===== src/design/krm_pkg.sv =====
// ----------------------------------------------------------------------------
// krm_pkg
// shared types and codes of the keyboard report merger
// ----------------------------------------------------------------------------
package krm_pkg;

  // one key code or modifier bitmap
  typedef logic [7:0] key_t;

  localparam int   KEY_W    = 8;
  localparam int   IN_KEYS  = 6;  // key slots carried on the ports
  localparam key_t KEY_NONE = 8'h00;

  // command codes, carried in tuser
  typedef logic [1:0] cmd_t;
  localparam cmd_t CMD_LOCAL   = 2'd0;
  localparam cmd_t CMD_REMOTE  = 2'd1;
  localparam cmd_t CMD_RELEASE = 2'd2;

  localparam int IN_DATA_W  = 64;  // source index, modifiers, six keys
  localparam int OUT_DATA_W = 56;  // modifiers, six keys

endpackage


===== src/design/keyboard_report_merger_top.sv =====
// ----------------------------------------------------------------------------
// keyboard_report_merger_top
// keeps the last boot-keyboard report of each local keyboard and of one
// remote keyboard and returns the merged report after every command
// ----------------------------------------------------------------------------
// usage
//   slave stream: one beat per command. tuser holds the command (store local,
//   store remote, release all), tdata the source index, modifiers and six
//   key codes. a local store with an index at or above LOCAL_SOURCES stores
//   nothing, an unused command changes nothing; both still give a report
//   master stream: one beat per command with the merged report
//   timing: the accept cycle applies the command to the stored reports, then
//   a walk over (LOCAL_SOURCES+1)*KEY_SLOTS stored keys runs, one key a cycle
//   through a shared compare-and-insert unit, then the hold state moves the
//   result to the output register once that register is free
//   tready is high only while no walk runs; a finished report waits in the
//   output register while the next command is taken. if the receiver stalls
//   with a report already waiting, the next walk result holds until it drains
//   reset: all stored reports read as zero, no beat is pending
// ----------------------------------------------------------------------------
module keyboard_report_merger_top #(
  parameter int LOCAL_SOURCES = 4,
  parameter int KEY_SLOTS     = 6
) (
  input  logic                               clk_i,
  input  logic                               rst_ni,
  input  logic                               s_axis_tvalid_i,
  output logic                               s_axis_tready_o,
  // source_index, in_modifiers, in_key_0 .. in_key_5
  input  logic [krm_pkg::IN_DATA_W-1:0]      s_axis_tdata_i,
  // cmd
  input  krm_pkg::cmd_t                      s_axis_tuser_i,
  output logic                               m_axis_tvalid_o,
  input  logic                               m_axis_tready_i,
  // out_modifiers, out_key_0 .. out_key_5
  output logic [krm_pkg::OUT_DATA_W-1:0]     m_axis_tdata_o
);
  import krm_pkg::*;

  localparam int LW = (LOCAL_SOURCES > 1) ? $clog2(LOCAL_SOURCES) : 1;
  localparam int SW = $clog2(LOCAL_SOURCES + 1);
  localparam int KW = (KEY_SLOTS > 1) ? $clog2(KEY_SLOTS) : 1;

  // sequencer codes
  localparam logic [1:0] ST_IDLE = 2'd0;
  localparam logic [1:0] ST_WALK = 2'd1;
  localparam logic [1:0] ST_HOLD = 2'd2;

  logic [1:0]  state_q, state_d;
  logic [SW-1:0] src_q, src_d;
  logic [KW-1:0] slot_q, slot_d;

  // stored reports
  key_t local_mods_q [LOCAL_SOURCES];
  key_t local_keys_q [LOCAL_SOURCES][KEY_SLOTS];
  key_t remote_mods_q;
  key_t remote_keys_q [KEY_SLOTS];

  // merge accumulator
  key_t merge_mods_q;
  key_t merge_keys_q [KEY_SLOTS];
  key_t step_keys [KEY_SLOTS];

  // output register
  logic                  out_valid_q;
  logic [OUT_DATA_W-1:0] out_data_q;
  logic [OUT_DATA_W-1:0] out_data_d;

  logic       in_beat;
  logic       out_free;
  logic       src_remote;
  logic       last_slot;
  logic       last_src;
  key_t       cur_key;
  key_t       cur_mods;
  key_t       in_mods;
  logic [7:0] in_index;
  key_t       load_keys [KEY_SLOTS];

  assign s_axis_tready_o = (state_q == ST_IDLE);
  assign in_beat         = s_axis_tvalid_i && s_axis_tready_o;
  assign out_free        = !out_valid_q || m_axis_tready_i;
  assign in_index        = s_axis_tdata_i[7:0];
  assign in_mods         = s_axis_tdata_i[15:8];

  // incoming keys; slots past the port width load as empty
  for (genvar j = 0; j < KEY_SLOTS; j++) begin : g_load
    if (j < IN_KEYS) begin : g_port
      assign load_keys[j] = s_axis_tdata_i[16+KEY_W*j +: KEY_W];
    end else begin : g_zero
      assign load_keys[j] = KEY_NONE;
    end
  end

  // walk position: local sources in order, remote last
  assign src_remote = (src_q == SW'(LOCAL_SOURCES));
  assign last_slot  = (slot_q == KW'(KEY_SLOTS - 1));
  assign last_src   = src_remote;
  assign cur_key    = src_remote ? remote_keys_q[slot_q]
                                 : local_keys_q[src_q[LW-1:0]][slot_q];
  assign cur_mods   = src_remote ? remote_mods_q : local_mods_q[src_q[LW-1:0]];

  krm_slot_unit #(
    .KEY_SLOTS (KEY_SLOTS)
  ) u_slot_unit (
    .keys_i (merge_keys_q),
    .key_i  (cur_key),
    .keys_o (step_keys)
  );

  // sequencer
  always_comb begin
    state_d = state_q;
    src_d   = src_q;
    slot_d  = slot_q;
    case (state_q)
      ST_IDLE: begin
        if (in_beat) begin
          state_d = ST_WALK;
          src_d   = '0;
          slot_d  = '0;
        end
      end
      ST_WALK: begin
        if (last_slot) begin
          slot_d = '0;
          if (last_src) begin
            state_d = ST_HOLD;
          end else begin
            src_d = src_q + SW'(1);
          end
        end else begin
          slot_d = slot_q + KW'(1);
        end
      end
      ST_HOLD: begin
        if (out_free) begin
          state_d = ST_IDLE;
        end
      end
      default: begin
        state_d = ST_IDLE;
      end
    endcase
  end

  always_ff @(posedge clk_i or negedge rst_ni) begin
    if (!rst_ni) begin
      state_q <= ST_IDLE;
      src_q   <= '0;
      slot_q  <= '0;
    end else begin
      state_q <= state_d;
      src_q   <= src_d;
      slot_q  <= slot_d;
    end
  end

  // stored reports, changed only on an accepted command beat
  always_ff @(posedge clk_i or negedge rst_ni) begin
    if (!rst_ni) begin
      remote_mods_q <= KEY_NONE;
      for (int s = 0; s < LOCAL_SOURCES; s++) begin
        local_mods_q[s] <= KEY_NONE;
        for (int j = 0; j < KEY_SLOTS; j++) begin
          local_keys_q[s][j] <= KEY_NONE;
        end
      end
      for (int j = 0; j < KEY_SLOTS; j++) begin
        remote_keys_q[j] <= KEY_NONE;
      end
    end else if (in_beat) begin
      case (s_axis_tuser_i)
        CMD_LOCAL: begin
          // out-of-range index stores nothing
          if (in_index < 8'(LOCAL_SOURCES)) begin
            local_mods_q[in_index[LW-1:0]] <= in_mods;
            for (int j = 0; j < KEY_SLOTS; j++) begin
              local_keys_q[in_index[LW-1:0]][j] <= load_keys[j];
            end
          end
        end
        CMD_REMOTE: begin
          remote_mods_q <= in_mods;
          for (int j = 0; j < KEY_SLOTS; j++) begin
            remote_keys_q[j] <= load_keys[j];
          end
        end
        CMD_RELEASE: begin
          remote_mods_q <= KEY_NONE;
          for (int s = 0; s < LOCAL_SOURCES; s++) begin
            local_mods_q[s] <= KEY_NONE;
            for (int j = 0; j < KEY_SLOTS; j++) begin
              local_keys_q[s][j] <= KEY_NONE;
            end
          end
          for (int j = 0; j < KEY_SLOTS; j++) begin
            remote_keys_q[j] <= KEY_NONE;
          end
        end
        default: begin
          // unused command leaves the state alone
        end
      endcase
    end
  end

  // merge accumulator: cleared on accept, one key per walk cycle
  always_ff @(posedge clk_i) begin
    if (in_beat) begin
      merge_mods_q <= KEY_NONE;
      for (int j = 0; j < KEY_SLOTS; j++) begin
        merge_keys_q[j] <= KEY_NONE;
      end
    end else if (state_q == ST_WALK) begin
      if (slot_q == '0) begin
        merge_mods_q <= merge_mods_q | cur_mods;
      end
      merge_keys_q <= step_keys;
    end
  end

  // output beat layout; slots past KEY_SLOTS read as empty
  assign out_data_d[KEY_W-1:0] = merge_mods_q;
  for (genvar j = 0; j < IN_KEYS; j++) begin : g_out
    if (j < KEY_SLOTS) begin : g_slot
      assign out_data_d[KEY_W*(j+1) +: KEY_W] = merge_keys_q[j];
    end else begin : g_zero
      assign out_data_d[KEY_W*(j+1) +: KEY_W] = KEY_NONE;
    end
  end

  always_ff @(posedge clk_i or negedge rst_ni) begin
    if (!rst_ni) begin
      out_valid_q <= 1'b0;
    end else if ((state_q == ST_HOLD) && out_free) begin
      out_valid_q <= 1'b1;
    end else if (m_axis_tready_i) begin
      out_valid_q <= 1'b0;
    end
  end

  always_ff @(posedge clk_i) begin
    if ((state_q == ST_HOLD) && out_free) begin
      out_data_q <= out_data_d;
    end
  end

  assign m_axis_tvalid_o = out_valid_q;
  assign m_axis_tdata_o  = out_data_q;

  // an accepted command always starts a walk
  a_beat_starts_walk: assert property (@(posedge clk_i) disable iff (!rst_ni)
    in_beat |=> (state_q == ST_WALK))
    else $error("accepted beat did not start a walk");

  // walk counters stay inside the stored reports
  a_walk_in_range: assert property (@(posedge clk_i) disable iff (!rst_ni)
    (state_q == ST_WALK) |-> ((src_q <= SW'(LOCAL_SOURCES)) &&
                              (slot_q <= KW'(KEY_SLOTS - 1))))
    else $error("walk counter out of range");

  // a finished report waits while the previous one is stalled
  a_hold_on_stall: assert property (@(posedge clk_i) disable iff (!rst_ni)
    ((state_q == ST_HOLD) && out_valid_q && !m_axis_tready_i)
      |=> ((state_q == ST_HOLD) && out_valid_q))
    else $error("report moved over a stalled output");

  // release clears the remote modifiers
  a_release_clears: assert property (@(posedge clk_i) disable iff (!rst_ni)
    (in_beat && (s_axis_tuser_i == CMD_RELEASE)) |=> (remote_mods_q == KEY_NONE))
    else $error("release left remote modifiers set");

endmodule


===== src/design/krm_slot_unit.sv =====
// ----------------------------------------------------------------------------
// krm_slot_unit
// merges one key into the merged slot set: skips empty and duplicate keys,
// otherwise fills the lowest empty slot, drops the key when all are full
// ----------------------------------------------------------------------------
module krm_slot_unit #(
  parameter int KEY_SLOTS = 6
) (
  input  krm_pkg::key_t keys_i [KEY_SLOTS],
  input  krm_pkg::key_t key_i,
  output krm_pkg::key_t keys_o [KEY_SLOTS]
);
  import krm_pkg::*;

  logic hit;
  logic placed;

  always_comb begin
    hit = 1'b0;
    for (int j = 0; j < KEY_SLOTS; j++) begin
      if (keys_i[j] == key_i) begin
        hit = 1'b1;
      end
    end
    placed = (key_i == KEY_NONE) || hit;
    for (int j = 0; j < KEY_SLOTS; j++) begin
      keys_o[j] = keys_i[j];
      if (!placed && (keys_i[j] == KEY_NONE)) begin
        keys_o[j] = key_i;
        placed    = 1'b1;
      end
    end
  end

endmodule

===== config.mk =====
export PLATFORM = sky130hd
export DESIGN_NAME = keyboard_report_merger_top
export DESIGN_NICKNAME = d
export VERILOG_FILES = /design/src/design/krm_pkg.sv /design/src/design/keyboard_report_merger_top.sv /design/src/design/krm_slot_unit.sv
export SDC_FILE = /design/constraint.sdc
export NUM_CORES = 1
export LEC_CHECK = 0
export ABC_AREA = 1
export BUFFER_PORTS_ARGS = -buffer_cell sky130_fd_sc_hd__buf_2
export CAP_MARGIN = 20
export CORE_MARGIN = 3
export CORE_UTILIZATION = 40
export CTS_BUF_LIST = sky130_fd_sc_hd__clkbuf_8
export CTS_CLUSTER_SIZE = 40
export DETAILED_ROUTE_END_ITERATION = 7
export MAX_ROUTING_LAYER = met4
export PLACE_DENSITY = 0.54
export RECOVER_POWER = 50
export SLEW_MARGIN = 20
export SYNTH_ARGS = -nofsm -noshare
export SYNTH_HDL_FRONTEND = slang
export SYNTH_SLANG_ARGS = --single-unit

===== constraint.sdc =====
create_clock -name clk_i -period 6.92 [get_ports clk_i]
set_clock_uncertainty 0.1 [all_clocks]
set_input_delay 1.038 -clock clk_i [delete_from_list [all_inputs] [get_ports clk_i]]
set_output_delay 1.038 -clock clk_i [all_outputs]
set_load 0.1 [all_outputs]

==> results.tsv <==
metric	value	unit
Root Buffer Master	clkbuf_8	
Ports	128	
clk_lat worst skew	650	ps
PD cells	400	mW/mm²
Syn Area/Cell	8.22	µm²
Cell variety after synth	48	
Synth Net Count	2408	
pin count of the biggest net entering global routing	129	
core area	0.0470	mm²
Req. time, crit path	7400	ps
f_max	198	MHz
GRT Util Overall	25.2	%
Post-CTS Resized	0	
Starting Density	40.9	%
CP Cell Sequence	inv_4 > ha_1 > nand2_1 > inv_2 > o21ai_0 > inv_1 > nand2_1 > nand2_2 > nand2_1 > nand2_1 > inv_1 > nand2_1 > nor2_1 > nand2_1 > nand2_2 > nor2_8 > nand4_4 > nand2_1 > nand2_1 > nor2_1	
Gate Count Post-Synth	2334	
slew margin rel.	-118	%
Cell Area, Synth	0.0192	mm²
Slew Limit Fails	238	
final hold vios	0	
leak pwr	11.2	nW
first-pass GRT wire length	95900	µm
Final min period	5050	ps
via count	16408	
Hold WS	339	ps
status	finished with violations	
nets	2501	
most common library cells after synthesis	587 x nand2_1, 381 x inv_1, 289 x dfrtp_1	
# hold bufs at CTS	0	
layout cell share with drive strength beyond 1	13.3	%
DR DRC count	0	
total power	0.00857	W
pre-CTS WS	2010	ps
chip width	225	µm
RSZ-0062 raised after global routing	false	
synth top area cells	dfrtp_1 38%, nand2_1 11%, edfxtp_1 8.8%, inv_1 7.5%, o22ai_1 7.4%	
Synth area leader	dfrtp_1	
Final ANT Viol Nets	0	
FF+latch count, synth	401	
die area	0.0506	mm²
Setup Viol. Count Final	0	
number of diodes	0	
Slew @ Worst Pin	3280	ps
slowest CP cell	inv_4	
vias in the first global route	16150	
final design utilization	45.7	%
H-tree depth	3	
drt first pass iters	6	
cts bufs inserted	72	
post-route setup slack	1870	ps
vias per inst	5.32	
Setup TNS	0	ps
failing checks	capacitance limit, slew limit	
Critical Path Start Type	flip-flop	
Routability Congestion	0.867	
crit path DAT	5530	ps
Area Overhead vs Synth	11.8	%
DRT Wirelength	61800	µm
CP Max Fanout	69	
max-cap viol count	3	
most frequent CP cell	nand2_1	
crit path capture type	flip-flop	
Ys Warns	0	
Yosys top cell area share	37.7	%
CP peak stage delay	640	ps
post-CTS setup buffer count	0	
fin crit share	73.0	%
top_reg_cell synth	dfrtp_1	
hold crit path type	reg2reg	
number of synthesized flops with an enable pin	56	
Async S/R FF share, synth	72.1	%
CTS Buffer Depth	3	
GRT Residual Overflow	0	
drt initial violations	1353	
Wirelength per Cell	20.0	µm
Chip Height	225	µm
initial antenna violation count	0	
clock sinks	401	
Worst-path clk slew	60	ps
WS Path Type	reg2reg	
# rows	79	
DP HPWL	38200	µm
CTS tree	yes	
IO buf count	127	
Max VDD drop	235	µV
top-count cell post-synth	nand2_1	
post-synthesis sequential area ratio	52.3	%
-- power by group --
| group | internal [W] | total, W | switching, W |
|---|---|---|---|
| Sequential | 0.00284 | 0.00321 | 0.000374 |
| Clock | 0.00109 | 0.00208 | 0.000986 |
| Combinational | 0.000914 | 0.00328 | 0.00237 |
| Total | 0.00485 | 0.00857 | 0.00373 |
-- final cells by class --
type,count,area [µm²]
Clock buffer,84,1160
Clock inverter,40,161
Fill cell,4658,25500
Inverter,394,1480
Multi-Input combinational cell,1403,6970
Sequential cell,401,10000
Tap cell,607,759
Timing Repair Buffer,155,878
-- layer usage --
layer	global-route usage, %	part of all wire, %	vias to the layer above
met2	37.9	45	624
met4	7.38	2.4	0
met3	4.43	7.1	115
met5	-	0	-
met1	35.2	46	7961
li1	-	-	7708
-- registers in the layout, indices dropped and copies added (netlist names) --
name and cells:
local_keys_q 192, m_axis_tdata_o 56, merge_keys_q 48, remote_keys_q 48, local_mods_q 32, merge_mods_q 8, remote_mods_q 8, slot_q 3
src_q 3, state_q 2, m_axis_tvalid_o 1
-- layout by cell type (no fill, tap or decap), types with 11 or more instances in the layout --
| cell type | instances |
|---|---|
| edfxtp_1 | 56 |
| inv_1 | 410 |
| buf_4 | 23 |
| nand3_1 | 162 |
| nand2_1 | 585 |
| nand2_2 | 23 |
| clkbuf_8 | 84 |
| o21ai_1 | 11 |
| mux2_2 | 24 |
| dfxtp_1 | 56 |
| o22ai_1 | 226 |
| dfrtp_1 | 287 |
| a21oi_1 | 63 |
| buf_2 | 126 |
| o21ai_0 | 47 |
| nor2_1 | 176 |
-- worst max-delay path, delay by kind of cell, from the launching register on --
kind / cells / cell delay, ps
and+or+nand+nor: 14 / 2400
buffers and inverters: 4 / 1310
adders and majority gates: 1 / 280
DFF: 1 / 630
AOI/OAI and AO/OA: 1 / 160
-- final timing paths --
kind                            cells after the start           endpoint             from  slack (ps)
worst min-delay path                                0  m_axis_tdata_o[0]  merge_mods_q[0]         340
worst max register to register                     20   merge_keys_q[12]         src_q[0]        1870
worst max-delay path                               20   merge_keys_q[12]         src_q[0]        1870
max in group asynchronous                           2           src_q[0]           rst_ni        2250
min in group asynchronous                           1   local_keys_q[22]           rst_ni         360
worst min register to register                      0  m_axis_tdata_o[0]  merge_mods_q[0]         340
-- through the flow --
step                area (µm²)  instances
CTS                      21400       3083
detailed placement       20100       2959
global placement         20100       2959
floorplan                19200       2334
global route             21400       3084
finish                   21400       3084
-- logic make-up after synthesis --
| group | count (synthesis) | share of synthesized area, % |
|---|---|---|
| flip-flops | 401 | 52.3 |
| buffers and inverters | 530 | 11.7 |
| multiplexers | 24 | 1.41 |
| AO/OA/AOI/OAI | 389 | 12.4 |
| adder cells (fa/ha/maj) | 4 | 0.261 |
| AND/OR/NAND/NOR | 984 | 21.8 |
| XOR/XNOR | 2 | 0.0913 |
Note: power is estimated with default switching activity, not from simulation.
